==> config.mk <==
export PLATFORM = sky130hd
export DESIGN_NAME = grm_lane
export DESIGN_NICKNAME = d
export VERILOG_FILES = /design/src/rtl/grm_pkg.sv /design/src/rtl/grm_lane.sv
export SDC_FILE = /design/constraint.sdc
export NUM_CORES = 2
export LEC_CHECK = 0
export BUFFER_PORTS_ARGS = -buffer_cell sky130_fd_sc_hd__buf_4
export CAP_MARGIN = 0
export CORE_UTILIZATION = 65
export DETAILED_ROUTE_END_ITERATION = 8
export PLACE_DENSITY = 0.84
export SYNTH_ARGS = -nofsm -noshare
export SYNTH_HDL_FRONTEND = slang
export SYNTH_SLANG_ARGS = --single-unit
==> constraint.sdc <==
create_clock -name i_clk -period 10.6 [get_ports i_clk]
set_input_delay 2.12 -clock i_clk [delete_from_list [all_inputs] [get_ports i_clk]]
set_output_delay 2.12 -clock i_clk [all_outputs]
set_load 0.05 [all_outputs]
==> src/rtl/grm_pkg.sv <==
`default_nettype none

package grm_pkg;

    // Configuration port
    localparam int CFG_IDX_W  = 1;
    localparam int CFG_DATA_W = 15;

    localparam logic [CFG_IDX_W-1:0] REG_DEAD_ZONE = 1'b0;
    localparam logic [CFG_IDX_W-1:0] REG_DPAD_THR  = 1'b1;

    localparam logic [CFG_DATA_W-1:0] DEAD_ZONE_RST = 15'd8000;
    localparam logic [CFG_DATA_W-1:0] DPAD_THR_RST  = 15'd16000;

    // Divisor bases of the two scaling branches
    localparam logic [15:0] POS_SPAN = 16'd32767;
    localparam logic [15:0] NEG_SPAN = 16'd32768;

    // Reciprocal: floor(2^RECIP_SHIFT / d)
    localparam int RECIP_SHIFT = 23;
    localparam int RECIP_W     = RECIP_SHIFT + 1;
    localparam int NUM_W       = 23;
    localparam int QUO_W       = 8;

    localparam int          STICKS = 4;
    localparam logic [7:0]  CENTER = 8'd128;

    // Stick lane order
    localparam int STK_LX = 0;
    localparam int STK_LY = 1;
    localparam int STK_RX = 2;
    localparam int STK_RY = 3;

    // Report button bit positions
    localparam int BTN_Y      = 0;
    localparam int BTN_B      = 1;
    localparam int BTN_A      = 2;
    localparam int BTN_X      = 3;
    localparam int BTN_L      = 4;
    localparam int BTN_R      = 5;
    localparam int BTN_ZL     = 6;
    localparam int BTN_ZR     = 7;
    localparam int BTN_BACK   = 8;
    localparam int BTN_START  = 9;
    localparam int BTN_LCLICK = 10;
    localparam int BTN_RCLICK = 11;
    localparam int BTN_GUIDE  = 12;
    localparam int BTN_SHARE  = 13;
    localparam int BTN_W      = 14;

    // Raw button positions
    localparam int RAW_B      = 0;
    localparam int RAW_A      = 1;
    localparam int RAW_Y      = 2;
    localparam int RAW_X      = 3;
    localparam int RAW_L      = 4;
    localparam int RAW_R      = 5;
    localparam int RAW_MINUS  = 6;
    localparam int RAW_PLUS   = 7;
    localparam int RAW_LSTICK = 9;
    localparam int RAW_RSTICK = 10;

    // Hat codes
    localparam logic [3:0] HAT_N    = 4'd0;
    localparam logic [3:0] HAT_NE   = 4'd1;
    localparam logic [3:0] HAT_E    = 4'd2;
    localparam logic [3:0] HAT_SE   = 4'd3;
    localparam logic [3:0] HAT_S    = 4'd4;
    localparam logic [3:0] HAT_SW   = 4'd5;
    localparam logic [3:0] HAT_W    = 4'd6;
    localparam logic [3:0] HAT_NW   = 4'd7;
    localparam logic [3:0] HAT_IDLE = 4'd8;

    typedef struct packed {
        logic a;
        logic b;
        logic c;
        logic d;
        logic e;
    } t_pipe_en;

    typedef struct packed {
        logic [15:0] raw_buttons;
        logic        zl;
        logic        zr;
        logic        up;
        logic        down;
        logic        left;
        logic        right;
    } t_side;

    typedef logic [STICKS-1:0][7:0] t_stick_vec;

endpackage

`default_nettype wire

==> src/rtl/grm_lane.sv <==
`default_nettype none

// One stick axis: dead zone test, scale numerator, reciprocal multiply,
// then a single remainder correction.
module grm_lane
    import grm_pkg::*;
(
    input  wire logic               i_clk,
    input  wire t_pipe_en           i_en,
    input  wire logic [15:0]        i_v,
    input  wire logic [14:0]        i_dz,
    input  wire logic [15:0]        i_d_pos,
    input  wire logic [15:0]        i_d_neg,
    input  wire logic [RECIP_W-1:0] i_r_pos,
    input  wire logic [RECIP_W-1:0] i_r_neg,
    output logic [7:0]              o_s
);

    typedef struct packed {
        logic pos;
        logic ctr;
        logic zero;
    } t_lflag;

    // stage a
    logic [15:0]        r_v_a;
    // stage b
    logic [NUM_W-1:0]   r_n_b;
    t_lflag             r_f_b;
    // stage c
    logic [NUM_W-1:0]   r_n_c;
    logic [QUO_W-1:0]   r_q0_c;
    logic [15:0]        r_d_c;
    t_lflag             r_f_c;
    // stage d
    logic [NUM_W-1:0]   r_n_d;
    logic [QUO_W-1:0]   r_q0_d;
    logic [15:0]        r_d_d;
    logic [23:0]        r_prod_d;
    t_lflag             r_f_d;

    logic signed [16:0]           n_v17;
    logic signed [16:0]           n_dz17;
    logic signed [16:0]           n_diff;
    logic [15:0]                  n_mag;
    logic [NUM_W-1:0]             n_num;
    t_lflag                       n_f;
    logic [NUM_W+RECIP_W-1:0]     n_p;
    logic [NUM_W-1:0]             n_rem;
    logic [8:0]                   n_q;
    logic [8:0]                   n_s;

    always_comb begin
        n_v17  = $signed({r_v_a[15], r_v_a});
        n_dz17 = $signed({2'b00, i_dz});
        n_f.pos  = n_v17 >= n_dz17;
        n_f.ctr  = (n_v17 > -n_dz17) && (n_v17 < n_dz17);
        n_f.zero = n_f.pos && (i_d_pos == '0);
        n_diff = n_f.pos ? (n_v17 - n_dz17) : (-n_v17 - n_dz17);
        n_mag  = n_diff[15:0];
        // x127 on the positive side, x128 on the negative side
        n_num  = n_f.pos ? ({n_mag, 7'b0} - NUM_W'(n_mag)) : {n_mag, 7'b0};
    end

    always_comb begin
        n_p = (NUM_W+RECIP_W)'(r_n_b)
            * (NUM_W+RECIP_W)'(r_f_b.pos ? i_r_pos : i_r_neg);
    end

    always_comb begin
        n_rem = r_n_d - r_prod_d[NUM_W-1:0];
        n_q   = 9'(r_q0_d) + 9'(n_rem >= NUM_W'(r_d_d));
        n_s   = r_f_d.pos ? (9'(CENTER) + n_q) : (9'(CENTER) - n_q);
        o_s   = (r_f_d.ctr || r_f_d.zero) ? CENTER : n_s[7:0];
    end

    always_ff @(posedge i_clk) begin
        if (i_en.a) begin
            r_v_a <= i_v;
        end
        if (i_en.b) begin
            r_n_b <= n_num;
            r_f_b <= n_f;
        end
        if (i_en.c) begin
            r_n_c  <= r_n_b;
            r_q0_c <= n_p[RECIP_SHIFT +: QUO_W];
            r_d_c  <= r_f_b.pos ? i_d_pos : i_d_neg;
            r_f_c  <= r_f_b;
        end
        if (i_en.d) begin
            r_n_d    <= r_n_c;
            r_q0_d   <= r_q0_c;
            r_d_d    <= r_d_c;
            r_prod_d <= 24'(r_q0_c) * 24'(r_d_c);
            r_f_d    <= r_f_c;
        end
    end

endmodule

`default_nettype wire

After elaboration in Yosys (flattened, before gate mapping)
Cells that the tools add are included.

storage, ports and cells
  output and inout bits = 8
  flip-flop bits (word level) = 165
  logic and storage cells = 44

operators by class
  multiply operators = 2
  magnitude comparators = 4
  mux-type cells = 6
  add/sub/neg operators = 9
  reduce and logical (&&, ||, !) cells = 4

operators by type and width
  kind                                      number
  2-to-1 mux 16 bit                         2
  subtractor 16 bit                         2
  multiplier 23 x 24 -> 31 bit              1
  2-to-1 mux 24 bit                         1
  >= comparator 23 x 16 -> 1 bit            1
  multiplier 8 x 16 -> 23 bit               1
  2-to-1 mux 23 bit                         1
  subtractor 23 x 16 -> 23 bit              1
  subtractor 23 bit                         1
  greater-than comparator 16 x 17 -> 1 bit  1
  negation 15 -> 17 bit                     1
  >= comparator 16 bit                      1
  logical NOT 16 bit                        1
  < comparator 16 bit                       1
  2-to-1 mux 8 bit                          2
  negation 16 bit                           1
  adder 8 x 1 -> 8 bit                      1
  adder 8 bit (first input constant)        1
  subtractor 8 bit (first input constant)   1
  logical AND 1 bit                         2
  logical OR 1 bit                          1

Depth between registers and ports, before layout
  word-level depth = 6
  gate-level depth with buffers = 29
  gate-level depth less buffers = 27

Least setup slack after synthesis
OpenSTA, ideal clock, no wires.

  path kind = input to register
  start = in i_r_pos[10]
  end = reg r_q0_c[7], data pin
  required time = 10.340 ns
  data arrival time = 8.182 ns
  buffers on the path = 1
  cell stages on the path = 27
  path slack = 2.158 ns
  library setup time = 0.260 ns
  path through = mux2_2 clkbuf_1 and2_1 fa_1 inv_1 fa_1 inv_1 fa_1 inv_1 fa_1 inv_1 fa_1 fa_1 inv_1 fa_1 inv_1 ha_1 a21oi_1 o21ai_0 a2111oi_0 and3_1 a311o_1 a31oi_1 o21ai_0 nand2b_1 a31oi_1 xnor2_1

on the way
  word-level cells in the longest chain between the ends = 2

ends and longest elaborated chain
  item                          line            source
  start: declaration            grm_lane.sv:14  input wire logic [RECIP_W-1:0] i_r_pos,
  2-to-1 mux 24 bit             grm_lane.sv:67  * (NUM_W+RECIP_W)'(r_f_b.pos ? i_r_pos : i_r_neg);
  multiplier 23 x 24 -> 31 bit  grm_lane.sv:67
  named net n_p[30]             grm_lane.sv:48  logic [NUM_W+RECIP_W-1:0] n_p;
  end signal: assignment        grm_lane.sv:87  r_q0_c <= n_p[RECIP_SHIFT +: QUO_W];
  end: declaration              grm_lane.sv:32  logic [QUO_W-1:0] r_q0_c;

The timed path passes the listed nets, and every way through them passes these cells.
A chain may end at the register's enable or synchronous reset.

Worst setup path after layout
  start = in i_r_pos[9]
  end = reg r_q0_c[7], data pin

Same word-level chain as after synthesis.

==> flow_summary.json <==
{
  "post-route-min-period_ps": 9030,
  "routed_wl_um": 64200,
  "critPathRequiredTime_ps": 10780,
  "drc_errors": 0,
  "criticalPathCategory": "input pin to register",
  "num_vias": 19600,
  "nNetsFinal": 3604,
  "synthesis.area_um2": 26600,
  "antennaDiodeCount": 0,
  "dieArea_um2": 41700,
  "finalSetupViolCount": 0,
  "fin_crit_sh_pct": 85.2,
  "tightest_slew_ps": 1200,
  "grt_pass1_wl_um": 107000,
  "first_pass_iters": 6,
  "critPathLaunchType": "input pin",
  "yosysSeqAreaShare_pct": 18.6,
  "antenna_found_initial": 1,
  "fmax_mhz": 111,
  "cts_max_path_buffers": 2,
  "worst_path_max_delay_cell": "fa_1",
  "yosysWarnings": 0,
  "ys.flop_type": "edfxtp_1",
  "cts_resized": 0,
  "relSlewSlack_pct": 19.9,
  "syn_inst": 2738,
  "hold_viol": 0,
  "groute.usage.overall_pct": 33.0,
  "die_y_um": 204,
  "ys_async_sr_fraction_pct": 0,
  "dp.final_hpwl_um": 48300,
  "hold_class": "register to register",
  "skew_ps": 10.2,
  "cts_tree": "done",
  "grt_pass1_vias": 21500,
  "maxCapViolCount": 0,
  "drive_gt1_share_pct": 8.09,
  "io_pins": 125,
  "die_w_um": 204,
  "cp_num_buf_inv": 7,
  "std_cell_rows": 73,
  "syn_area_per_cell_um2": 9.71,
  "routedWlPerCell_um": 19.2,
  "start_util_pct": 66.5,
  "core_area_um2": 40000,
  "cts_root_buffer": "clkbuf_16",
  "rsz0062_at_grt": "false",
  "cts_sinks": 165,
  "crit_arrival_ps": 9210,
  "drt_iter0_markers": 1390,
  "post_cts_buffers": 0,
  "yosys_register_bits": 165,
  "cp_slowest_stage_delay_ps": 530,
  "path_clk_slew_ps": 60,
  "synth_edf_count": 165,
  "cts_max_level": 4,
  "holdBufCountCts": 0,
  "vias_per_cell": 5.85,
  "crit_family": "adder cells",
  "io_buffers": 123,
  "cts_buffers": 17,
  "status": "completed",
  "end_kind": "register",
  "grt_max_degree": 74,
  "syn-num-nets": 3535,
  "synth.distinct_cells": 73,
  "area_delta_synth_final_pct": 7.13,
  "place_congestion": 0.942,
  "drtAntennaViolNets": 0,
  "slew_violations": 0,
  "overflow": 0,
  "cpMostUsedCell": "fa_1",
  "tns_ps": 0,
  "worstPathMaxFanout": 22,
  "clk_latency_ps": 450
}
[cells by family after synthesis]
group	count (synthesis)	share of synthesized area, %
AO/OA/AOI/OAI	234	6.12
XOR/XNOR	136	4.48
AND/OR/NAND/NOR	842	15.7
buffers and inverters	633	9.02
adder cells (fa/ha/maj)	680	44.0
multiplexers	48	2.01
flip-flops	165	18.6
[per-layer routing]
metal  track usage [%]  vias to the layer above  wire (um)
li1                  -                     8688          -
met1              41.3                     9676      24000
met2              55.8                      996      31400
met3              7.11                      214       6270
met4              12.7                        2       2490
met5                 0                        -         12
[final cells by class]
cell class              instances  area [um2]
multi-input cells            1940       19200
fillers                      2824       11500
flip-flops and latches        165        4950
inverters                     545        2050
repair buffers                138        1040
well taps                     525         657
clock buffers                  18         429
clock inverters                13         123
[synth_stat cells (5+ instances only)]
| cell type | number | area (um2) |
|---|---|---|
| inv_1 | 544 | 2040 |
| fa_1 | 427 | 8550 |
| nand2_1 | 348 | 1310 |
| and2_1 | 261 | 1630 |
| ha_1 | 253 | 3170 |
| edfxtp_1 | 165 | 4950 |
| xnor2_1 | 95 | 832 |
| nor2_1 | 85 | 319 |
| clkbuf_1 | 83 | 312 |
| a21oi_1 | 64 | 320 |
| o21ai_0 | 44 | 220 |
| xor2_1 | 41 | 359 |
| mux2_2 | 39 | 439 |
| nor3_1 | 28 | 140 |
| nand3_1 | 22 | 110 |
| a21o_1 | 19 | 143 |
| and3_1 | 19 | 119 |
| nor2b_1 | 19 | 119 |
| o21a_1 | 19 | 143 |
| nand2b_1 | 18 | 113 |
| nor4_1 | 11 | 68.8 |
| or3_1 | 10 | 62.6 |
| a31oi_1 | 8 | 50.1 |
| mux2i_1 | 8 | 80.1 |
| a211oi_1 | 7 | 52.6 |
| a2111oi_0 | 6 | 52.6 |
| a31o_2 | 6 | 52.6 |
| nand4_1 | 6 | 37.5 |
| o21bai_1 | 6 | 45.0 |
| a211o_1 | 5 | 43.8 |
[registers in the layout, indices dropped and copies added (netlist names)]
signal    count
r_n_b        23
r_n_c        23
r_n_d        23
r_prod_d     23
r_d_c        16
r_d_d        16
r_v_a        16
r_q0_c        8
r_q0_d        8
r_f_b         3
r_f_c         3
r_f_d         3
[final timing paths]
kind / startpoint / to / slack, ps / cells after the start
worst min register to register: r_f_c[2]$_DFFE_PP_ / r_f_d[2]$_DFFE_PP_ / 420 / 0
worst max register to register: r_f_b[2]$_DFFE_PP_ / r_q0_c[7]$_DFFE_PP_ / 2020 / 27
worst min-delay path: r_f_c[2]$_DFFE_PP_ / r_f_d[2]$_DFFE_PP_ / 420 / 0
worst max-delay path: i_r_pos[9] / r_q0_c[7]$_DFFE_PP_ / 1570 / 27
[placed cells by master (no fill, tap or decap), types with 17 or more instances in the layout]
master,synthesis,layout
clkbuf_16,0,17
a21oi_1,64,64
nand3_1,22,22
o21ai_0,44,44
o21a_1,19,19
nand2b_1,18,18
buf_4,0,138
xor2_1,41,41
nand2_1,348,348
and2_1,261,261
xnor2_1,95,95
nor3_1,28,28
ha_1,253,253
edfxtp_1,165,165
a21o_1,19,19
nor2b_1,19,19
inv_1,544,544
fa_1,427,427
and3_1,19,19
mux2_2,39,39
nor2_1,85,85
[per-stage QoR]
stage	utilization, %	instances	hold slack [ps]	worst slack (ps)	cell area, um2
2_1_floorplan	-	2738	400	2160	26600
3_3_place_gp	69.8	3313	400	1340	27900
3_5_place_dp	69.8	3313	405	1220	27900
4_1_cts	71.2	3344	419	1690	28500
5_1_grt	71.2	3344	424	1330	28500
6_report	71.2	3344	419	1570	28500
Power is left out: the tool's default activity adds up to more than one toggle a clock period on the data nets, which glitch-free logic cannot reach.
