<file path="src/rtl/grm_pkg.sv">
`default_nettype none

package grm_pkg;

    // Configuration port
    localparam int CFG_IDX_W  = 1;
    localparam int CFG_DATA_W = 15;

    localparam logic [CFG_IDX_W-1:0] REG_DEAD_ZONE = 1'b0;
    localparam logic [CFG_IDX_W-1:0] REG_DPAD_THR  = 1'b1;

    localparam logic [CFG_DATA_W-1:0] DEAD_ZONE_RST = 15'd8000;
    localparam logic [CFG_DATA_W-1:0] DPAD_THR_RST  = 15'd16000;

    // Divisor bases of the two scaling branches
    localparam logic [15:0] POS_SPAN = 16'd32767;
    localparam logic [15:0] NEG_SPAN = 16'd32768;

    // Reciprocal: floor(2^RECIP_SHIFT / d)
    localparam int RECIP_SHIFT = 23;
    localparam int RECIP_W     = RECIP_SHIFT + 1;
    localparam int NUM_W       = 23;
    localparam int QUO_W       = 8;

    localparam int          STICKS = 4;
    localparam logic [7:0]  CENTER = 8'd128;

    // Stick lane order
    localparam int STK_LX = 0;
    localparam int STK_LY = 1;
    localparam int STK_RX = 2;
    localparam int STK_RY = 3;

    // Report button bit positions
    localparam int BTN_Y      = 0;
    localparam int BTN_B      = 1;
    localparam int BTN_A      = 2;
    localparam int BTN_X      = 3;
    localparam int BTN_L      = 4;
    localparam int BTN_R      = 5;
    localparam int BTN_ZL     = 6;
    localparam int BTN_ZR     = 7;
    localparam int BTN_BACK   = 8;
    localparam int BTN_START  = 9;
    localparam int BTN_LCLICK = 10;
    localparam int BTN_RCLICK = 11;
    localparam int BTN_GUIDE  = 12;
    localparam int BTN_SHARE  = 13;
    localparam int BTN_W      = 14;

    // Raw button positions
    localparam int RAW_B      = 0;
    localparam int RAW_A      = 1;
    localparam int RAW_Y      = 2;
    localparam int RAW_X      = 3;
    localparam int RAW_L      = 4;
    localparam int RAW_R      = 5;
    localparam int RAW_MINUS  = 6;
    localparam int RAW_PLUS   = 7;
    localparam int RAW_LSTICK = 9;
    localparam int RAW_RSTICK = 10;

    // Hat codes
    localparam logic [3:0] HAT_N    = 4'd0;
    localparam logic [3:0] HAT_NE   = 4'd1;
    localparam logic [3:0] HAT_E    = 4'd2;
    localparam logic [3:0] HAT_SE   = 4'd3;
    localparam logic [3:0] HAT_S    = 4'd4;
    localparam logic [3:0] HAT_SW   = 4'd5;
    localparam logic [3:0] HAT_W    = 4'd6;
    localparam logic [3:0] HAT_NW   = 4'd7;
    localparam logic [3:0] HAT_IDLE = 4'd8;

    typedef struct packed {
        logic a;
        logic b;
        logic c;
        logic d;
        logic e;
    } t_pipe_en;

    typedef struct packed {
        logic [15:0] raw_buttons;
        logic        zl;
        logic        zr;
        logic        up;
        logic        down;
        logic        left;
        logic        right;
    } t_side;

    typedef logic [STICKS-1:0][7:0] t_stick_vec;

endpackage

`default_nettype wire

</file>
<file path="src/rtl/grm_recip.sv">
`default_nettype none

// Restoring divider: floor(2^RECIP_SHIFT / divisor), one quotient bit a cycle.
module grm_recip
    import grm_pkg::*;
(
    input  wire logic               i_clk,
    input  wire logic               i_rst_n,
    input  wire logic               i_start,
    input  wire logic [15:0]        i_div,
    output logic                    o_busy,
    output logic [RECIP_W-1:0]      o_recip
);

    localparam int CNT_W = $clog2(RECIP_W);

    logic               r_busy;
    logic [CNT_W-1:0]   r_cnt;
    logic [15:0]        r_rem;
    logic [15:0]        r_div;
    logic [RECIP_W-1:0] r_quo;

    logic [16:0] n_trial;
    logic        n_fit;

    always_comb begin
        n_trial = {r_rem, (r_cnt == CNT_W'(RECIP_SHIFT))};
        n_fit   = n_trial >= {1'b0, r_div};
    end

    always_ff @(posedge i_clk) begin
        if (!i_rst_n) begin
            r_busy <= 1'b0;
            r_cnt  <= '0;
        end else if (i_start) begin
            r_busy <= 1'b1;
            r_cnt  <= CNT_W'(RECIP_SHIFT);
        end else if (r_busy) begin
            if (r_cnt == '0) begin
                r_busy <= 1'b0;
            end else begin
                r_cnt <= r_cnt - 1'b1;
            end
        end
    end

    always_ff @(posedge i_clk) begin
        if (i_start) begin
            r_rem <= '0;
            r_div <= i_div;
            r_quo <= '0;
        end else if (r_busy) begin
            r_rem <= n_fit ? 16'(n_trial - {1'b0, r_div}) : n_trial[15:0];
            r_quo <= {r_quo[RECIP_W-2:0], n_fit};
        end
    end

    assign o_busy  = r_busy;
    assign o_recip = r_quo;

endmodule

`default_nettype wire

</file>
<file path="config.mk">
export PLATFORM = sky130hd
export DESIGN_NAME = grm_recip
export DESIGN_NICKNAME = d
export VERILOG_FILES = /design/src/rtl/grm_pkg.sv /design/src/rtl/grm_recip.sv
export SDC_FILE = /design/constraint.sdc
export NUM_CORES = 1
export LEC_CHECK = 0
export BUFFER_PORTS_ARGS = -buffer_cell sky130_fd_sc_hd__buf_2
export CAP_MARGIN = 25
export CORE_MARGIN = 2
export CORE_UTILIZATION = 50
export DETAILED_ROUTE_END_ITERATION = 6
export HOLD_SLACK_MARGIN = 0.05
export MAX_ROUTING_LAYER = met4
export PLACE_DENSITY_LB_ADDON = 0.2
export SYNTH_ARGS = -nofsm -noshare
export SYNTH_HDL_FRONTEND = slang
export SYNTH_SLANG_ARGS = --single-unit
</file>
<file path="constraint.sdc">
create_clock -name i_clk -period 4.32 [get_ports i_clk]
set_clock_uncertainty 0.1 [all_clocks]
set_input_delay 0.648 -clock i_clk [delete_from_list [all_inputs] [get_ports i_clk]]
set_output_delay 0.648 -clock i_clk [all_outputs]
set_load 0.01 [all_outputs]
</file>
# == Word level (Yosys, flattened, before mapping) ==
# Cells that the tools add are included.
# classes
addsub,2
magnitude_cmp,1
eq_ne,2
muxes,7
n_bitwise,2
n_reduce_logical,5
# op_table
cell,count
>= comparator 17 x 16 -> 1 bit,1
two-way mux 16 bit,1
subtractor 16 bit,1
two-way mux 5 bit,3
"== test 5 bit, second input constant",1
zero test 5 bit,1
"subtractor 5 x 1 -> 5 bit, second input constant",1
AND reduction 2 bit,2
two-way mux 1 bit,3
"inequality test 2 bit, second input constant",1
inverter 1 bit,2
nonzero test 2 bit,1
OR reduction 2 bit,1
# totals
register_bits,62
in_bits,19
out_inout_bits,25
wordCells,25

# == Depth between registers and ports, before layout ==
# Gate-level depths: netlist of run 1.
# logic_depth
depth_word,4
depth_mapped,12
depth_no_buf,12

# == Least setup slack after synthesis of run 1 ==
# OpenSTA, ideal clock, no wires.
# synth_timing
kind,reg-to-reg
start,register r_cnt[0]
end,register r_rem[14]
setup_ns,0.122
t_arrival_ns,2.390
required_time_ns,4.098
setup_slack_ns,1.708
path_stages_with_launch,13
path_buffers,0
period_less_slack_ns,2.612
cell_sequence,dfxtp_1 -> ha_1 -> nand4b_1 -> ha_1 -> inv_1 -> fa_1 -> a211oi_1 -> o21ai_0 -> a21oi_1 -> a21oi_1 -> nor2_1 -> a2111oi_1 -> a311o_1
# synth_via
elab_chain_len,3
word_cells_on_any_way,4
cone_classes,1 x add/sub; 1 x order compare; 1 x eq/ne; 1 x mux
# synth_rtl
item,line_no,rtl
start: declaration,grm_recip.sv:18,logic [CNT_W-1:0] r_cnt;
start signal: assignment,grm_recip.sv:37,r_cnt <= CNT_W'(RECIP_SHIFT);
start signal: assignment,grm_recip.sv:42,r_cnt <= r_cnt - 1'b1;
== test 5 bit *,grm_recip.sv:27,"n_trial = {r_rem, (r_cnt == CNT_W'(RECIP_SHIFT))};"
subtractor 16 bit / >= comparator 17 x 16 -> 1 bit (equally long branches),"grm_recip.sv:53, grm_recip.sv:28",
two-way mux 16 bit *,grm_recip.sv:53,"r_rem <= n_fit ? 16'(n_trial - {1'b0, r_div}) : n_trial[15:0];"
end signal: assignment,grm_recip.sv:53,
end: declaration,grm_recip.sv:19,logic [15:0] r_rem;
# Mark *: on every way between the ends. The rest lies on a longest branch, timed or not.
# A chain may end at the register's enable or synchronous reset.

# == Worst setup path in the final report of run 1 ==
# layout_timing
start,register r_cnt[1]
end,register r_rem[14]
# The elaborated chain is that of the path after synthesis.

==> run_results.csv, run 1 <==
group,metric,value,unit
run_status,outcome,"finished clean",
global_route,grt_first_pass_wirelength,10300,um
clock_network,postCtsHoldBufs,0,
hold_path,hold_start,"i_div[2]",
layout,postLayoutCellArea,0.00365,sq mm
pwr,vdd.ir_drop.worst,0.444,mV
global_route,grt_pass1_vias,2197,
critical_path,r2r-start,"r_cnt[1]$_SDFFE_PN0P_",
pwr,power,1.47,mW
critical_path,critPathArrivalTime,3.09,ns
global_route,antenna_found_initial,0,
route,postRouteAntennaNets,0,
critical_path,worst_ep_required_time,4.51,ns
clock_network,cts_made_buffers,9,
yosys,ys_ff_latch,62,
critical_path,r2r_cells,11,
clock_network,insertion_delay,0.34,ns
critical_path,worst_r2r_endpoint,"r_rem[14]$_SDFFE_PP0P_",
yosys,ys_seq_area_share,43.8,%
yosys,async_flop_share,0,%
floorplanning,die_area,0.00705,sq mm
yosys,syn_area,0.00320,sq mm
hold_path,holdPathEnd,"r_div[2]$_DFFE_PP_",
yosys,syn_area_per_cell,10.1,sq um
critical_path,reg2reg_slack,1.41,ns
hold_path,min_path_cells,1,
sta,relSlewSlack,46.5,%
yosys,ys_types,47,
yosys,yosys.area.top_type,"dfxtp_1",
route,drtIter0Drc,81,
layout,final_nets,400,
pwr,p_leak,1.74,nW
layout,finalNonFillerCells,443,
sta,fin_crit_sh,67.3,%
floorplanning,start_util,50.9,%
global_route,grt_remaining_overflow,0,
floorplanning,rows,29,
clock_network,root_buffer,"clkbuf_8",
run,maxCapViolCount,0,
floorplanning,fp.dieH,84.0,um
critical_path,critical_path_class,"flip-flop to flip-flop",
sta,fmax,344,MHz
clock_network,htreeDepth,3,
layout,flow.area_growth_from_synthesis,14.2,%
hold_path,hold_class,"input pin to flip-flop",
floorplanning,fp.dieW,84.0,um
placement,dpl-instance-area,0.00345,sq mm
sta,whs,0.374,ns
route,routedWlPerCell,13.2,um
route,num_vias,2354,
yosys,yosysTopAreaCellShare,28.8,%
route,finalWirelength,5850,um
sta,slew_viol_final,0,
sta,grt_setup_unrepaired,"false",
clock_network,post_cts_buffers,0,
clock_network,cts_sinks,62,
floorplanning,io_pins,44,
placement,portBuffers,43,
route,first_pass_iters,4,
critical_path,cp_max_fo,4,
route,viasPerCell,5.31,
placement,hpwl,4040,um
yosys,synth_nets,357,
sta,totalNegativeSetupSlack,0,ns
global_route,grt_util_all_layers,18.7,%
critical_path,cp-start-kind,"flip-flop",
sta,tightest_slew,0.802,ns
yosys,synth-warning-count,0,
global_route,grt_max_degree,54,
sta,setup_ws,1.41,ns
clock_network,post_cts_resized,0,
route,drc,0,
yosys,synth-edff-count,16,
pwr,p_per_area,402,mW/mm^2
yosys,syn_inst,318,
placement,gp_congestion,0.859,
sta,fin_crit,2.91,ns
layout,diodes,0,
clock_network,cts_tree,"built",
placement,place_ws,1.45,ns
yosys,synth_area_leaders,"dfxtp_1 (29%), edfxtp_1 (15%), mux2i_1 (11%)",
floorplanning,coreArea,0.00628,sq mm
clock_network,clk_pin_slew,0.08,ns
yosys,synth_top_flop_cell,"dfxtp_1",
critical_path,critPathCaptureType,"flip-flop",
clock_network,cts_buffer_depth,2,
sta,hold_viol,0,
layout,final_core_util,58.2,%
sta,setup_viol,0,
layout,drive_gt1_share,18.6,%
placement,placedCellCount,427,
## synth_stat cells (2+ instances only)
| library cell | number |
|---|---|
| a211oi_1 | 14 |
| a21boi_0 | 5 |
| a21o_1 | 7 |
| a21oi_1 | 11 |
| a21oi_2 | 2 |
| a311o_1 | 2 |
| and3_1 | 4 |
| and4_1 | 2 |
| clkbuf_1 | 11 |
| dfxtp_1 | 46 |
| edfxtp_1 | 16 |
| ha_1 | 19 |
| inv_1 | 22 |
| mux2i_1 | 36 |
| nand2_1 | 11 |
| nand2b_1 | 2 |
| nand3_1 | 4 |
| nand4_1 | 2 |
| nor2_1 | 45 |
| nor4_1 | 2 |
| o21a_1 | 4 |
| o21ai_0 | 7 |
| o21ai_1 | 2 |
| o21bai_1 | 2 |
| o311ai_1 | 2 |
| xnor2_1 | 13 |
| xor2_1 | 5 |
## worst max-delay path by stage
stage	from	to	slack, ns	cells past startpoint
2_1_floorplan	r_cnt[0]$_SDFFE_PN0P_	r_rem[14]$_SDFFE_PP0P_	1.71	12
5_1_grt	r_cnt[0]$_SDFFE_PN0P_	r_rem[14]$_SDFFE_PP0P_	1.19	12
3_3_place_gp	r_cnt[0]$_SDFFE_PN0P_	r_rem[14]$_SDFFE_PP0P_	1.51	12
4_1_cts	r_cnt[0]$_SDFFE_PN0P_	r_rem[14]$_SDFFE_PP0P_	1.43	11
6_report	r_cnt[1]$_SDFFE_PN0P_	r_rem[14]$_SDFFE_PP0P_	1.41	11
3_5_place_dp	r_cnt[0]$_SDFFE_PN0P_	r_rem[14]$_SDFFE_PP0P_	1.45	11
## state kept, by name, indices dropped and copies added, names as in the netlist
register	cells
r_div	16
o_recip	24
r_rem	16
o_busy	1
r_cnt	5
## where the power goes
group          leakage, nW  switching (mW)  internal, mW
Sequential           0.532          0.0289         0.628
Clock                0.101           0.250         0.273
Combinational         1.11           0.154         0.133
Total                 1.74           0.433          1.03
## routing by layer
layer / up-vias / GRT usage, % / share of wire [%]
li1: 1222 / - / -
met1: 1082 / 24.6 / 50
met2: 44 / 27.3 / 44
met3: 6 / 6.43 / 4.4
met4: 0 / 5.72 / 1.4
met5: - / - / 0
## worst max-delay path, cell delays in order, from the launching register on
cell and delay [ns]:
dfxtp_1 0.34, ha_1 0.18, nand4b_1 0.15, ha_1 0.19, inv_1 0.05, fa_1 0.41
a211oi_1 0.32, o21ai_0 0.14, a21oi_1 0.24, a21oi_1 0.16, a2111oi_1 0.41, a311o_1 0.16
## cell families after synthesis
logic type / after synthesis / synth area share [%]
DFF: 62 / 43.8
AOI/OAI and AO/OA: 66 / 14.9
xor gates and xnor gates: 18 / 4.93
adders and majority gates: 20 / 8.06
buffers and inverters: 35 / 4.97
and+or+nand+nor: 80 / 11.6
muxes: 37 / 11.7
## cell usage in the layout (no fill, tap or decap), drive strengths merged, types with 2 or more instances in the layout
cell type / n
a211oi: 15
dfxtp: 46
nor4: 2
nor2: 45
and4: 2
o311ai: 2
nand4: 2
a311o: 2
o21a: 4
nand2b: 2
xnor2: 13
nand3: 4
and3: 5
mux2i: 36
clkbuf: 9
a21boi: 6
a21oi: 13
ha: 19
o21bai: 2
o21ai: 9
xor2: 5
edfxtp: 16
nand2: 11
a21o: 7
inv: 26
buf: 45
## layout make-up
type | instances | area (sq um)
clock inverters | 7 | 78.8
flip-flops and latches | 62 | 1400
inverters | 22 | 82.6
fillers | 568 | 2630
well taps | 77 | 96.3
multi-input cells | 221 | 1640
clock buffers | 9 | 124
repair buffers | 45 | 230
No activity file was read; power rests on OpenSTA's default activity.
==> inputs of run 2 (changes only) <==
- clock period: 4.32 -> 3 ns (I/O delays scaled with it)
==> run 2 against run 1 <==
Compared with the run above:
- total power up 47%
- critical path depth rose by 1
- sequential power is 43% higher
==> run_results.csv, run 2 (synthesis results as in run 1) <==
group,metric,value,unit
run_status,outcome,"finished clean",
clock_network,htreeDepth,3,
sta,setup_ws,0.194,ns
pwr,p_clk_share,36.1,%
pwr,intPower,1.57,mW
global_route,grt_first_pass_wirelength,10600,um
global_route,grt_pass1_vias,2323,
clock_network,post_cts_buffers,0,
global_route,grt_util_all_layers,19.2,%
layout,final_nets,401,
clock_network,cts_tree,"built",
critical_path,critPathCaptureType,"flip-flop",
layout,largest_reg_flops,24,
placement,place_ws,0.110,ns
pwr,p_per_area,583,mW/mm^2
placement,portBuffers,43,
global_route,grt_max_degree,54,
route,drc,0,
clock_network,insertion_delay,0.33,ns
placement,hpwl,4250,um
route,viasPerCell,5.33,
clock_network,cts_buffer_depth,2,
route,finalWirelength,6090,um
placement,dpl-instance-area,0.00346,sq mm
clock_network,cts_sinks,62,
pwr,p_leak,1.76,nW
pwr,power,2.15,mW
layout,drive_gt1_share,19.1,%
layout,layout_common_cells,"nor2_1 (45), dfxtp_1 (45), buf_2 (43)",
global_route,grt_remaining_overflow,0,
floorplanning,fp.dieW,84.0,um
pwr,p_comb_share,20.2,%
floorplanning,coreArea,0.00628,sq mm
route,postRouteAntennaNets,0,
sta,slew_viol_final,0,
critical_path,critPathArrivalTime,2.93,ns
clock_network,postCtsHoldBufs,0,
floorplanning,rows,29,
layout,fillerInstances,570,
sta,relSlewSlack,57.0,%
pwr,switching_power,583,uW
layout,finalNonFillerCells,443,
pwr,seq_power_share,43.8,%
route,num_vias,2362,
floorplanning,start_util,50.9,%
layout,final_core_util,58.8,%
clock_network,root_buffer,"clkbuf_8",
placement,gp_congestion,0.860,
layout,diodes,0,
layout,flow.area_growth_from_synthesis,15.5,%
clock_network,clk_pin_slew,0.07,ns
sta,totalNegativeSetupSlack,0,ns
placement,placedCellCount,428,
hold_path,hold_class,"input pin to flip-flop",
pwr,vdd.ir_drop.worst,0.329,mV
sta,whs,0.187,ns
sta,tightest_slew,0.637,ns
pwr,swShare,27.1,%
sta,hold_viol,0,
floorplanning,die_area,0.00705,sq mm
sta,fin_crit_sh,93.5,%
clock_network,cts_made_buffers,9,
run,maxCapViolCount,0,
critical_path,cp_max_fo,4,
route,routedWlPerCell,13.7,um
layout,postLayoutCellArea,0.00369,sq mm
critical_path,reg2reg_slack,0.19,ns
floorplanning,io_pins,44,
critical_path,critical_path_class,"flip-flop to flip-flop",
sta,fin_crit,2.81,ns
global_route,antenna_found_initial,0,
critical_path,cp-start-kind,"flip-flop",
sta,grt_setup_unrepaired,"false",
route,first_pass_iters,4,
floorplanning,fp.dieH,84.0,um
sta,fmax,356,MHz
route,drtIter0Drc,85,
sta,setup_viol,0,
critical_path,worst_ep_required_time,3.13,ns
-- run 2: critical path, cell delays in order, from the launching register on --
cell	delay [ns]
dfxtp_1	0.34
ha_1	0.18
nand4b_1	0.14
ha_1	0.19
inv_1	0.05
fa_1	0.43
a211oi_2	0.26
o21ai_0	0.14
a21oi_2	0.18
a21oi_1	0.14
nor2_1	0.15
a2111oi_2	0.06
a311o_1	0.33
-- run 2: layer usage --
layer  global-route usage (%)  share of wire [%]
met4                     9.09                1.2
met1                     25.1                 50
met2                     28.6                 46
met3                     3.96                2.9
met5                        -                  0
-- run 2: timing repair --
item / in CTS / in global routing
setup endpoints to repair: 0 / 2
gates resized for setup: 0 / 3
hold endpoints to repair: 0 / 0
-- run 2: power groups by stage --
stage / registers, mW / logic, mW / clock network [mW]
after floorplan: 0.946 / 0.362 / 0
after global placement: 0.957 / 0.418 / 0
after detailed placement: 0.959 / 0.425 / 0
after CTS: 0.941 / 0.429 / 0.801
after global routing: 0.947 / 0.484 / 0.832
final: 0.941 / 0.434 / 0.776
-- run 2: worst paths after layout --
kind                       startpoint                       end  depth (start not counted)
max reg2reg     r_cnt[1]$_SDFFE_PN0P_    r_rem[14]$_SDFFE_PP0P_                         12
min                          i_div[3]        r_div[3]$_DFFE_PP_                          1
max             r_cnt[1]$_SDFFE_PN0P_    r_rem[14]$_SDFFE_PP0P_                         12
min reg2reg  o_recip[23]$_SDFFE_PP0P_  o_recip[23]$_SDFFE_PP0P_                          2
-- run 2: layout make-up --
cell class | instances | area (sq um) | share of cell area (%)
multi-input combinational | 221 | 1650 | 44.7
sequential | 62 | 1400 | 38.0
timing repair buffer | 46 | 238 | 6.44
clock buffer | 14 | 216 | 5.86
tap | 77 | 96.3 | 2.61
inverter | 22 | 82.6 | 2.24
clock inverter | 1 | 5.00 | 0.136
