## config.mk

```make
export PLATFORM = sky130hd
export DESIGN_NAME = grm_merge
export DESIGN_NICKNAME = d
export VERILOG_FILES = /design/src/rtl/grm_pkg.sv /design/src/rtl/grm_merge.sv
export SDC_FILE = /design/constraint.sdc
export NUM_CORES = 1
export LEC_CHECK = 0
export BUFFER_PORTS_ARGS = -buffer_cell sky130_fd_sc_hd__buf_2
export CORE_MARGIN = 2
export CORE_UTILIZATION = 43
export DETAILED_ROUTE_END_ITERATION = 8
export PLACE_DENSITY = 0.83
export SLEW_MARGIN = 20
export SYNTH_ARGS = -nofsm -noshare
export SYNTH_HDL_FRONTEND = slang
export SYNTH_SLANG_ARGS = --single-unit
export TNS_END_PERCENT = 1
```

## constraint.sdc

```tcl
create_clock -name i_clk -period 2.5 [get_ports i_clk]
set_clock_uncertainty 0.15 [all_clocks]
set_input_delay 0.5 -clock i_clk [delete_from_list [all_inputs] [get_ports i_clk]]
set_output_delay 0.5 -clock i_clk [all_outputs]
set_load 0.02 [all_outputs]
```

## src/rtl/grm_pkg.sv

```systemverilog
`default_nettype none

package grm_pkg;

    // Configuration port
    localparam int CFG_IDX_W  = 1;
    localparam int CFG_DATA_W = 15;

    localparam logic [CFG_IDX_W-1:0] REG_DEAD_ZONE = 1'b0;
    localparam logic [CFG_IDX_W-1:0] REG_DPAD_THR  = 1'b1;

    localparam logic [CFG_DATA_W-1:0] DEAD_ZONE_RST = 15'd8000;
    localparam logic [CFG_DATA_W-1:0] DPAD_THR_RST  = 15'd16000;

    // Divisor bases of the two scaling branches
    localparam logic [15:0] POS_SPAN = 16'd32767;
    localparam logic [15:0] NEG_SPAN = 16'd32768;

    // Reciprocal: floor(2^RECIP_SHIFT / d)
    localparam int RECIP_SHIFT = 23;
    localparam int RECIP_W     = RECIP_SHIFT + 1;
    localparam int NUM_W       = 23;
    localparam int QUO_W       = 8;

    localparam int          STICKS = 4;
    localparam logic [7:0]  CENTER = 8'd128;

    // Stick lane order
    localparam int STK_LX = 0;
    localparam int STK_LY = 1;
    localparam int STK_RX = 2;
    localparam int STK_RY = 3;

    // Report button bit positions
    localparam int BTN_Y      = 0;
    localparam int BTN_B      = 1;
    localparam int BTN_A      = 2;
    localparam int BTN_X      = 3;
    localparam int BTN_L      = 4;
    localparam int BTN_R      = 5;
    localparam int BTN_ZL     = 6;
    localparam int BTN_ZR     = 7;
    localparam int BTN_BACK   = 8;
    localparam int BTN_START  = 9;
    localparam int BTN_LCLICK = 10;
    localparam int BTN_RCLICK = 11;
    localparam int BTN_GUIDE  = 12;
    localparam int BTN_SHARE  = 13;
    localparam int BTN_W      = 14;

    // Raw button positions
    localparam int RAW_B      = 0;
    localparam int RAW_A      = 1;
    localparam int RAW_Y      = 2;
    localparam int RAW_X      = 3;
    localparam int RAW_L      = 4;
    localparam int RAW_R      = 5;
    localparam int RAW_MINUS  = 6;
    localparam int RAW_PLUS   = 7;
    localparam int RAW_LSTICK = 9;
    localparam int RAW_RSTICK = 10;

    // Hat codes
    localparam logic [3:0] HAT_N    = 4'd0;
    localparam logic [3:0] HAT_NE   = 4'd1;
    localparam logic [3:0] HAT_E    = 4'd2;
    localparam logic [3:0] HAT_SE   = 4'd3;
    localparam logic [3:0] HAT_S    = 4'd4;
    localparam logic [3:0] HAT_SW   = 4'd5;
    localparam logic [3:0] HAT_W    = 4'd6;
    localparam logic [3:0] HAT_NW   = 4'd7;
    localparam logic [3:0] HAT_IDLE = 4'd8;

    typedef struct packed {
        logic a;
        logic b;
        logic c;
        logic d;
        logic e;
    } t_pipe_en;

    typedef struct packed {
        logic [15:0] raw_buttons;
        logic        zl;
        logic        zr;
        logic        up;
        logic        down;
        logic        left;
        logic        right;
    } t_side;

    typedef logic [STICKS-1:0][7:0] t_stick_vec;

endpackage

`default_nettype wire

```

## src/rtl/grm_merge.sv

```systemverilog
`default_nettype none

// Combine the lane results with buttons and hat into the output register.
module grm_merge
    import grm_pkg::*;
(
    input  wire logic         i_clk,
    input  wire t_pipe_en     i_en,
    input  wire t_side        i_side,
    input  wire t_stick_vec   i_stick,
    output logic [BTN_W-1:0]  o_buttons,
    output logic [3:0]        o_hat,
    output logic [7:0]        o_lx,
    output logic [7:0]        o_ly,
    output logic [7:0]        o_rx,
    output logic [7:0]        o_ry
);

    logic [BTN_W-1:0] r_buttons;
    logic [3:0]       r_hat;
    t_stick_vec       r_stick;

    logic [BTN_W-1:0] n_buttons;
    logic [3:0]       n_hat;
    logic             n_home;
    logic             n_capture;

    always_comb begin
        n_buttons             = '0;
        n_buttons[BTN_B]      = i_side.raw_buttons[RAW_B];
        n_buttons[BTN_A]      = i_side.raw_buttons[RAW_A];
        n_buttons[BTN_Y]      = i_side.raw_buttons[RAW_Y];
        n_buttons[BTN_X]      = i_side.raw_buttons[RAW_X];
        n_buttons[BTN_L]      = i_side.raw_buttons[RAW_L];
        n_buttons[BTN_R]      = i_side.raw_buttons[RAW_R];
        n_buttons[BTN_ZL]     = i_side.zl;
        n_buttons[BTN_ZR]     = i_side.zr;
        n_home    = i_side.raw_buttons[RAW_LSTICK] && i_side.raw_buttons[RAW_RSTICK];
        n_capture = i_side.raw_buttons[RAW_MINUS] && i_side.raw_buttons[RAW_PLUS];
        n_buttons[BTN_BACK]   = i_side.raw_buttons[RAW_MINUS] && !n_capture;
        n_buttons[BTN_START]  = i_side.raw_buttons[RAW_PLUS] && !n_capture;
        n_buttons[BTN_LCLICK] = i_side.raw_buttons[RAW_LSTICK] && !n_home;
        n_buttons[BTN_RCLICK] = i_side.raw_buttons[RAW_RSTICK] && !n_home;
        n_buttons[BTN_GUIDE]  = n_home;
        n_buttons[BTN_SHARE]  = n_capture;
    end

    // diagonals first
    always_comb begin
        if (i_side.up && i_side.right) begin
            n_hat = HAT_NE;
        end else if (i_side.up && i_side.left) begin
            n_hat = HAT_NW;
        end else if (i_side.down && i_side.right) begin
            n_hat = HAT_SE;
        end else if (i_side.down && i_side.left) begin
            n_hat = HAT_SW;
        end else if (i_side.up) begin
            n_hat = HAT_N;
        end else if (i_side.down) begin
            n_hat = HAT_S;
        end else if (i_side.left) begin
            n_hat = HAT_W;
        end else if (i_side.right) begin
            n_hat = HAT_E;
        end else begin
            n_hat = HAT_IDLE;
        end
    end

    always_ff @(posedge i_clk) begin
        if (i_en.e) begin
            r_buttons <= n_buttons;
            r_hat     <= n_hat;
            r_stick   <= i_stick;
        end
    end

    assign o_buttons = r_buttons;
    assign o_hat     = r_hat;
    assign o_lx      = r_stick[STK_LX];
    assign o_ly      = r_stick[STK_LY];
    assign o_rx      = r_stick[STK_RX];
    assign o_ry      = r_stick[STK_RY];

endmodule

`default_nettype wire

```

-- Yosys cells after proc, flatten, opt, wreduce, memory -nomap -nowiden
Cells that the tools add are included.
- register bits after elaboration: 50
- latch bits: 0
- bits in writable memories: 0
- memory bits (read-only): 0
- output and inout port bits: 50
- memories: 0
- $add $sub $neg: 0
- $mul: 0
- divide/modulo/power cells: 0
- $lt $le $gt $ge: 0
- eq/ne operators: 0
- shift operators: 0
- muxes and demuxes: 7
- bitwise operators: 0
- reduce and logical (&&, ||, !) cells: 14
- operators by type and width (kind ; number):
    3-bit 2-to-1 mux ; 6
    1-bit logical AND ; 10
    7-bit OR reduction ; 1
    4-bit 2-to-1 mux ; 1
    4-bit OR reduction ; 1
    1-bit logical NOT ; 2

-- Longest topological paths before layout
Gate-level depths: netlist of the first run.
- depth after elaboration: 7
- gate-level depth with buffers: 2
- gate-level depth less buffers: 2

-- Least setup slack after synthesis of the first run
OpenSTA, ideal clock, no wires.
- path kind: input-to-reg
- start: in i_side[2] (netlist name)
- end: reg r_hat[2], in the netlist o_hat[2], data pin
- setup time: 0.256 ns
- arrival time: 0.828 ns
- required time: 2.094 ns
- setup slack: 1.266 ns
- stages: 2
- path buffers: 0
- cells stage by stage: nor2b_1 > a22o_1
- cells in the longest elaborated chain, start to end: 5
- elaborated cells between the ends (all ways): 7
- ends and longest elaborated chain (item ; RTL line ; RTL):
    from (decl) ; grm_merge.sv:9 ; input wire t_side i_side,
    3-bit 2-to-1 mux ; grm_merge.sv:60 ; end else if (i_side.down) begin
    3-bit 2-to-1 mux ; grm_merge.sv:58 ; end else if (i_side.up) begin
    3-bit 2-to-1 mux ; grm_merge.sv:56 ; end else if (i_side.down && i_side.left) begin
    3-bit 2-to-1 mux (*) ; grm_merge.sv:54 ; end else if (i_side.down && i_side.right) begin
    3-bit 2-to-1 mux (*) ; grm_merge.sv:52 ; end else if (i_side.up && i_side.left) begin
    to (signal assigned) ; grm_merge.sv:74 ; r_hat <= n_hat;
    to (decl) ; grm_merge.sv:20 ; logic [3:0] r_hat;
Every way passes the cells marked *; elsewhere a longest branch is shown, timed or not.
A chain may end at the register's enable or synchronous reset.

-- Final worst setup path of the first run
- start: reg r_stick (netlist bit o_lx[1])
- end: out o_lx[1]
- RTL lines (item ; RTL line ; RTL):
    from (decl) ; grm_merge.sv:21 ; t_stick_vec r_stick;
    from (signal assigned) ; grm_merge.sv:75 ; r_stick <= i_stick;
    to (decl) ; grm_merge.sv:13 ; output logic [7:0] o_lx,
No word-level cell between the ends.

==> results.sh, run 1 <==
export IMPL_cts_tree="built"
export IMPL_rows=22
export IMPL_start_util_pct=44.10
export IMPL_slew_violations=0
export IMPL_avgViaCountPerCell=4.532
export IMPL_ys_ff_latch=50
export IMPL_ys_async_sr_fraction_pct=0
export IMPL_netlist_cell_type_count=10
export IMPL_antennaDiodeCount=0
export IMPL_num_io_pins=110
export IMPL_drive_gt1_share_pct=62.21
export IMPL_cp_end_kind="primary output"
export IMPL_crit_type="reg -> out"
export IMPL_seq_power_share_pct=54.2
export IMPL_crit_required_ns=1.85
export IMPL_tightest_slew_ns=0.5223
export IMPL_synth_top_area_share_pct=94.41
export IMPL_fin_tns_setup_ns=0
export IMPL_rsz0062_at_grt="false"
export IMPL_swShare_pct=21.28
export IMPL_combinationalPowerShare_pct=11.7
export IMPL_grt_overflow_total=0
export IMPL_avgRoutedWirePerCell_um=15.13
export IMPL_fin_crit_ns=1.531
export IMPL_place_hpwl_mm=2.627
export IMPL_vdd_drop_max_uv=459.8
export IMPL_fin_util_pct=63.74
export IMPL_grt_usage_pct=15.79
export IMPL_ys_warn_count=0
export IMPL_power_density_mw_per_mm2=811.9
export IMPL_io_buffers=99
export IMPL_yosysMostFrequentCell="edfxtp_1"
export IMPL_clock_power_share_pct=34.1
export IMPL_clk_pin_slew_worst_paths_ns=0.08
export IMPL_setup_viol=0
export IMPL_drtPass1Iterations=4
export IMPL_internal_power_mw=1.469
export IMPL_stdcell_count=220
export IMPL_gp_congestion=0.6952
export IMPL_max_stage_delay_ns=0.41
export IMPL_p_leak_nw=0.9868
export IMPL_area_sequential_mm2=0.001501
export IMPL_clock_sinks=50
export IMPL_cts_resized=0
export IMPL_place_inst=212
export IMPL_netlist_instances=64
export IMPL_yosys_top_cells_area="edfxtp_1 94%, nor2b_1 2.0%, and2_1 0.79%"
export IMPL_chipWidth_um=64.82
export IMPL_total_power_mw=1.866
export IMPL_start_kind="flop"
export IMPL_fmax_mhz=653.4
export IMPL_p_switching_mw=0.3971
export IMPL_clock_root_buffer="clkbuf_8"
export IMPL_path_max_fanout=1
export IMPL_syn_area_mm2=0.001590
export IMPL_fin_nets=231
export IMPL_postRouteAntennaNets=0
export IMPL_synth_common_cells="50 x edfxtp_1, 5 x nor2b_1, 2 x and2_1"
export IMPL_cts_max_level=2
export IMPL_vias=997
export IMPL_totalWireLength_mm=3.328
export IMPL_fp_dieArea_mm2=0.004201
export IMPL_hold_slack_ns=0.2243
export IMPL_synth_main_ff_cell="edfxtp_1"
export IMPL_drc=0
export IMPL_areaGrowthSynthToFinish_pct=44.53
export IMPL_die_y_um=64.82
export IMPL_crit_chain="buf_2"
export IMPL_critPathSlowestCell="edfxtp_1"
export IMPL_path_buf_inv=1
export IMPL_ys_seq_area_share_pct=94.41
export IMPL_finalHoldViolations=0
export IMPL_grt_start_max_net_pins=29
export IMPL_crit_arrival_ns=0.88
export IMPL_grt_first_pass_wirelength_mm=4.636
export IMPL_synth_nets=124
export IMPL_post_cts_buffers=0
export IMPL_drtIter0Drc=44
export IMPL_cts_buffer_depth=2
export IMPL_synth_largest_area_cell="edfxtp_1"
export IMPL_coreArea_mm2=0.003606
export IMPL_postCtsHoldBufs=0
export IMPL_cts_buffers=5
export IMPL_fin_crit_sh_pct=61.22
export IMPL_syn_area_per_cell_um2=24.85
export IMPL_hold_path_class="in -> reg"
export IMPL_outcome="complete, no violations"
export IMPL_grt_pass1_vias=882
export IMPL_cap_violations=0
export IMPL_antenna_found_initial=0
export IMPL_max_slew_margin_rel_pct=65.18
export IMPL_n_fill_cell=262
export IMPL_multi_input_area_um2=85.08
export IMPL_crit_family="flip-flops"
export IMPL_synth_edff_count=50
-- path summary, 6_finish.rpt --
check | from | endpoint | slack, ns | cells after the start
worst max-delay path | o_lx[1] | o_lx[1] | 0.97 | 1
worst min-delay path | i_stick[27] | o_ry[3] | 0.22 | 1
-- stage by stage --
| step | worst slack (ns) | area [µm²] |
|---|---|---|
| 2_1_floorplan | 1.266 | 1590 |
| 3_3_place_gp | 0.8810 | 2166 |
| 3_5_place_dp | 0.8352 | 2166 |
| 4_1_cts | 0.9628 | 2298 |
| 5_1_grt | 0.9465 | 2298 |
| 6_report | 0.9695 | 2298 |
-- power groups by stage --
| stage | clock (mW) | combinational (mW) | sequential (mW) |
|---|---|---|---|
| after global placement | 0 | 0.214 | 1.03 |
| after floorplan | 0 | 0.00876 | 1.12 |
| after detailed placement | 0 | 0.220 | 1.03 |
| after global routing | 0.688 | 0.231 | 1.02 |
| after CTS | 0.655 | 0.220 | 1.01 |
| final | 0.636 | 0.218 | 1.01 |
-- sequential cells by signal, indices dropped and copies added (netlist names) --
name       flops
o_ry           8
o_ly           8
o_hat          4
o_lx           8
o_rx           8
o_buttons     14
-- logic make-up after synthesis --
group                  count (synthesis)  share of synthesized area [%]
buffers and inverters                  1                         0.2358
AND/OR/NAND/NOR                        9                          3.541
AO/OA/AOI/OAI                          4                          1.810
flip-flops                            50                          94.41
-- layout make-up --
cell class | instances | area share (%)
tap | 48 | 2.613
multi-input combinational | 13 | 3.702
inverter | 1 | 0.1633
timing repair buffer | 100 | 22.43
clock inverter | 3 | 2.776
sequential | 50 | 65.32
clock buffer | 5 | 2.994
-- layer usage --
metal	share of wire (%)	track usage (%)	vias to the layer above
met1	37	17.97	467
met5	0	0	-
met2	49	25.52	58
met3	12	7.118	7
li1	-	-	465
met4	1.7	7.181	0
-- layout by cell type, fill, tap and decap left out, drive strengths merged --
master,instances
edfxtp,50
nor2b,5
clkinv,1
a22o,1
o22a,1
inv,1
o21ai,1
and2,2
o22ai,1
buf,100
nor4,1
clkbuf,5
nand2b,1
bufinv,2
Power figures use the tool's default switching activity.
==> run 2, diff against run 1 <==
--- a/config.mk
+++ b/config.mk
@@ -5,11 +5,12 @@
 export SDC_FILE = /design/constraint.sdc
 export NUM_CORES = 1
 export LEC_CHECK = 0
+export ABC_AREA = 1
 export BUFFER_PORTS_ARGS = -buffer_cell sky130_fd_sc_hd__buf_2
 export CORE_MARGIN = 2
-export CORE_UTILIZATION = 43
+export CORE_UTILIZATION = 36
 export DETAILED_ROUTE_END_ITERATION = 8
-export PLACE_DENSITY = 0.83
+export PLACE_DENSITY = 0.74
 export SLEW_MARGIN = 20
 export SYNTH_ARGS = -nofsm -noshare
 export SYNTH_HDL_FRONTEND = slang
==> constraint.sdc (replaced) <==
create_clock -name i_clk -period 1.4 [get_ports i_clk]
set_clock_uncertainty 0.15 [all_clocks]
set_input_delay 0.28 -clock i_clk [delete_from_list [all_inputs] [get_ports i_clk]]
set_output_delay 0.28 -clock i_clk [all_outputs]
set_load 0.02 [all_outputs]
==> results.sh, run 2 <==
export IMPL_synth_xor_area_share_pct=0
export IMPL_clock_root_buffer="clkbuf_8"
export IMPL_vias=1106
export IMPL_synth_common_cells="50 x edfxtp_1, 8 x inv_1, 8 x nor2_1"
export IMPL_path_max_fanout=1
export IMPL_num_io_pins=110
export IMPL_power_density_mw_per_mm2=1185
export IMPL_crit_end="o_rx[7]"
export IMPL_slew_violations=0
export IMPL_syn_area_mm2=0.001604
export IMPL_drc=0
export IMPL_grt_overflow_total=0
export IMPL_grt_pass1_vias=1011
export IMPL_fin_crit_sh_pct=91.41
export IMPL_ys_seq_area_share_pct=93.60
export IMPL_cts_tree="built"
export IMPL_die_y_um=70.75
export IMPL_grt_usage_pct=12.72
export IMPL_fin_tns_setup_ns=0
export IMPL_finalHoldViolations=0
export IMPL_netlist_cell_type_count=8
export IMPL_rsz0062_at_grt="false"
export IMPL_grt_first_pass_wirelength_mm=4.788
export IMPL_tightest_slew_ns=0.2604
export IMPL_start_kind="flop"
export IMPL_clk_pin_slew_worst_paths_ns=0.08
export IMPL_ys_ff_latch=50
export IMPL_avgViaCountPerCell=4.189
export IMPL_drive_gt1_share_pct=50.94
export IMPL_setup_viol=0
export IMPL_cts_resized=0
export IMPL_synth_top_area_share_pct=93.60
export IMPL_synth_top_family_by_area="simple AND/OR/NAND/NOR gates"
export IMPL_place_hpwl_mm=2.157
export IMPL_cts_buffer_depth=2
export IMPL_postRouteAntennaNets=0
export IMPL_yosys_area_share_simple_pct=4.212
export IMPL_critPathSlowestCell="edfxtp_1"
export IMPL_max_stage_delay_ns=0.39
export IMPL_cp_end_kind="primary output"
export IMPL_synth_nets=135
export IMPL_crit_chain="buf_2"
export IMPL_max_slew_margin_rel_pct=82.64
export IMPL_areaGrowthSynthToFinish_pct=59.36
export IMPL_final_cell_mix="99 x buf_2, 50 x edfxtp_1, 29 x dlygate4sd3_1, 8 x inv_1, 8 x nor2_1"
export IMPL_io_buffers=99
export IMPL_crit_arrival_ns=0.85
export IMPL_fin_ws_ns=0.1202
export IMPL_largest_reg_flops=14
export IMPL_cp_depth=1
export IMPL_synth_compound_area_share_pct=0.3120
export IMPL_post_cts_buffers=0
export IMPL_synth_edff_count=50
export IMPL_yosys_top_cells_area="edfxtp_1 94%, inv_1 1.9%, nor2_1 1.9%"
export IMPL_antenna_found_initial=0
export IMPL_cap_violations=0
export IMPL_multi_input_area_um2=72.57
export IMPL_netlist_instances=75
export IMPL_path_buf_inv=1
export IMPL_postCtsHoldBufs=16
export IMPL_dp_slack_ns=0.2637
export IMPL_chipWidth_um=70.75
export IMPL_coreArea_mm2=0.004324
export IMPL_cts_buffers=5
export IMPL_cts_max_level=2
export IMPL_synth_main_ff_cell="edfxtp_1"
export IMPL_fp_dieArea_mm2=0.005006
export IMPL_crit_family="flip-flops"
export IMPL_clock_sinks=50
export IMPL_vdd_drop_max_uv=734.8
export IMPL_gp_congestion=0.6995
export IMPL_rows=24
export IMPL_p_leak_nw=1.136
export IMPL_fin_crit_ns=1.280
export IMPL_final_common_cell="buf_2"
export IMPL_totalWireLength_mm=3.238
export IMPL_area_sequential_mm2=0.001501
export IMPL_grt_start_max_net_pins=51
export IMPL_drtIter0Drc=90
export IMPL_hold_path_class="in -> reg"
export IMPL_drtPass1Iterations=4
export IMPL_fmax_mhz=781.4
export IMPL_ys_warn_count=0
export IMPL_ys_async_sr_fraction_pct=0
export IMPL_crit_required_ns=0.97
export IMPL_avgRoutedWirePerCell_um=12.27
export IMPL_synth_fa_ha_area_share_pct=0
export IMPL_outcome="complete, no violations"
export IMPL_yosysMostFrequentCell="edfxtp_1"
export IMPL_crit_type="reg -> out"
export IMPL_syn_area_per_cell_um2=21.39
export IMPL_synth_largest_area_cell="edfxtp_1"
export IMPL_fin_nets=271
export IMPL_fin_util_pct=59.11
export IMPL_n_fill_cell=349
export IMPL_synthMuxAreaShare_pct=0
export IMPL_start_util_pct=37.09
export IMPL_cp_startpoint="o_rx[7]"
export IMPL_antennaDiodeCount=0
run 2: cell count changes after synthesis, sizes merged, moves of 5 or more:
| cell | before | now |
|---|---|---|
| inv | 1 | 8 |
| nand2 | 0 | 5 |
| nor2 | 0 | 9 |
| nor2b | 5 | 0 |
run 2: logic make-up (layout without fill, tap and decap cells):
group,count (synthesis),count (layout)
flops,50,50
simple gates,16,16
compound gates,1,1
buf+inv,8,145
run 2: worst min path at each step:
| stage | start | end | slack [ns] | cells after the start |
|---|---|---|---|---|
| 2_1_floorplan | i_side[8] | o_buttons[0] | 0.23 | 0 |
| 3_3_place_gp | i_stick[19] | o_rx[3] | 0.31 | 1 |
| 3_5_place_dp | i_stick[16] | o_rx[0] | 0.31 | 1 |
| 4_1_cts | i_side[10] | o_buttons[4] | 0.0001 | 1 |
| 5_1_grt | i_stick[1] | o_lx[1] | 0.0001 | 1 |
| 6_report | i_stick[1] | o_lx[1] | 0.01 | 1 |
run 2: layout make-up:
class / instances / area share, %
Clock buffer: 6 / 2.839
Clock inverter: 2 / 0.3426
Tap cell: 52 / 2.545
Multi-Input combinational cell: 17 / 2.839
Timing Repair Buffer: 129 / 31.52
Inverter: 8 / 1.175
Sequential cell: 50 / 58.74
run 2: routing by layer:
metal  GRT usage [%]  up-vias  wire [µm]
met4           4.403        0         42
li1                -      541          -
met3           5.698        5        310
met2           20.87       68       1615
met1           14.95      492       1269
met5               0        -          0
run 2: where the power goes:
part	switching, mW	total [mW]	internal, mW
registers	0.0268	1.80	1.78
logic	0.260	0.449	0.189
clock network	0.431	0.775	0.344
total	0.718	3.03	2.31
run 2: metrics by stage:
step / std cells / hold slack [ns] / total power [mW] / area [µm²]
after global placement: 227 / 0.3068 / 2.219 / 2185
after detailed placement: 227 / 0.3081 / 2.231 / 2185
after global routing: 264 / 0.0001342 / 3.169 / 2556
after floorplan: 75 / 0.2289 / 2.018 / 1604
after CTS: 251 / 0.0001176 / 3.041 / 2426
final: 264 / 0.01402 / 3.028 / 2556
==> run 3, diff against run 2 <==
--- a/config.mk
+++ b/config.mk
@@ -10,6 +10,7 @@
 export CORE_MARGIN = 2
 export CORE_UTILIZATION = 36
 export DETAILED_ROUTE_END_ITERATION = 8
+export MAX_ROUTING_LAYER = met4
 export PLACE_DENSITY = 0.74
 export SLEW_MARGIN = 20
 export SYNTH_ARGS = -nofsm -noshare
==> results.sh, run 3 (synthesis gave the netlist of run 2 again) <==
export IMPL_areaGrowthSynthToFinish_pct=59.36
export IMPL_cp_end_kind="primary output"
export IMPL_gp_congestion=0.7072
export IMPL_path_buf_inv=1
export IMPL_vias=1099
export IMPL_fin_nets=271
export IMPL_rows=24
export IMPL_crit_arrival_ns=0.85
export IMPL_postRouteAntennaNets=0
export IMPL_rsz0062_at_grt="false"
export IMPL_crit_chain="buf_2"
export IMPL_antenna_found_initial=0
export IMPL_max_slew_margin_rel_pct=82.74
export IMPL_totalWireLength_mm=3.223
export IMPL_die_y_um=70.75
export IMPL_cts_tree="built"
export IMPL_chipWidth_um=70.75
export IMPL_fin_ws_ns=0.1190
export IMPL_fin_tns_setup_ns=0
export IMPL_fin_area_mm2=0.002556
export IMPL_clock_sinks=50
export IMPL_place_hpwl_mm=2.157
export IMPL_grt_usage_pct=13.12
export IMPL_cts_buffer_depth=2
export IMPL_cts_resized=0
export IMPL_grt_start_max_net_pins=51
export IMPL_drive_gt1_share_pct=50.94
export IMPL_drtPass1Iterations=4
export IMPL_io_buffers=99
export IMPL_max_stage_delay_ns=0.39
export IMPL_place_area_mm2=0.002185
export IMPL_avgViaCountPerCell=4.163
export IMPL_dp_slack_ns=0.2637
export IMPL_total_power_mw=3.035
export IMPL_start_util_pct=37.09
export IMPL_drtIter0Drc=92
export IMPL_crit_type="reg -> out"
export IMPL_final_cell_mix="99 x buf_2, 50 x edfxtp_1, 29 x dlygate4sd3_1, 8 x inv_1, 8 x nor2_1"
export IMPL_critPathSlowestCell="edfxtp_1"
export IMPL_setup_viol=0
export IMPL_drc=0
export IMPL_finalHoldViolations=0
export IMPL_cts_max_level=2
export IMPL_grt_first_pass_wirelength_mm=4.774
export IMPL_avgRoutedWirePerCell_um=12.21
export IMPL_num_io_pins=110
export IMPL_clock_root_buffer="clkbuf_8"
export IMPL_fp_dieArea_mm2=0.005006
export IMPL_slew_violations=0
export IMPL_power_density_mw_per_mm2=1187
export IMPL_outcome="complete, no violations"
export IMPL_path_max_fanout=1
export IMPL_cts_buffers=5
export IMPL_largest_reg_flops=14
export IMPL_start_kind="flop"
export IMPL_crit_family="flip-flops"
export IMPL_fmax_mhz=780.6
export IMPL_grt_overflow_total=0
export IMPL_coreArea_mm2=0.004324
export IMPL_clk_pin_slew_worst_paths_ns=0.09
export IMPL_antennaDiodeCount=0
export IMPL_vdd_drop_max_uv=741.7
export IMPL_grt_pass1_vias=1015
export IMPL_tightest_slew_ns=0.2589
export IMPL_cap_violations=0
export IMPL_crit_required_ns=0.97
export IMPL_hold_path_class="in -> reg"
export IMPL_final_common_cell="buf_2"
export IMPL_fin_crit_ns=1.281
export IMPL_p_leak_nw=1.136
export IMPL_fin_crit_sh_pct=91.50
==> run 3: layer usage <==
layer | up-vias | track usage, % | wire (µm)
met2 | 62 | 20.77 | 1574
met4 | 0 | 4.403 | 42
li1 | 542 | - | -
met3 | 6 | 5.556 | 286
met1 | 489 | 15.14 | 1319
met5 | - | - | 0
==> run 3: through the flow <==
step | hold WS (ns) | std cells | utilization [%]
floorplan | 0.2289 | 75 | -
global placement | 0.3068 | 227 | 50.52
detailed placement | 0.3081 | 227 | 50.52
CTS | 0.0001176 | 251 | 56.11
global route | -0.002396 | 264 | 59.11
finish | 0.01242 | 264 | 59.11
==> run 3: area by class of cell <==
cell class	instances	area (µm²)
Tap cell	52	65.06
Clock inverter	2	8.758
Multi-Input combinational cell	17	72.57
Fill cell	348	1768
Timing Repair Buffer	129	805.8
Sequential cell	50	1501
Inverter	8	30.03
Clock buffer	6	72.57
==> run 3: final timing paths <==
kind | slack, ns | to | start | depth (start not counted)
setup / recovery | 0.12 | o_ry[0] | o_ry[0] | 1
hold / removal | 0.01 | o_rx[7] | i_stick[23] | 1
==> run 3: power breakdown <==
| part | switching, mW | total, mW | internal [mW] |
|---|---|---|---|
| registers | 0.0267 | 1.80 | 1.78 |
| clock network | 0.437 | 0.781 | 0.344 |
| logic | 0.260 | 0.450 | 0.189 |
| total | 0.724 | 3.03 | 2.31 |
==> run 3: what timing repair did <==
item	4_1_cts	5_1_grt
endpoints found under the hold margin	16	13
endpoints found under the setup margin	0	0
buffers inserted	0	0
hold buffers	16	13
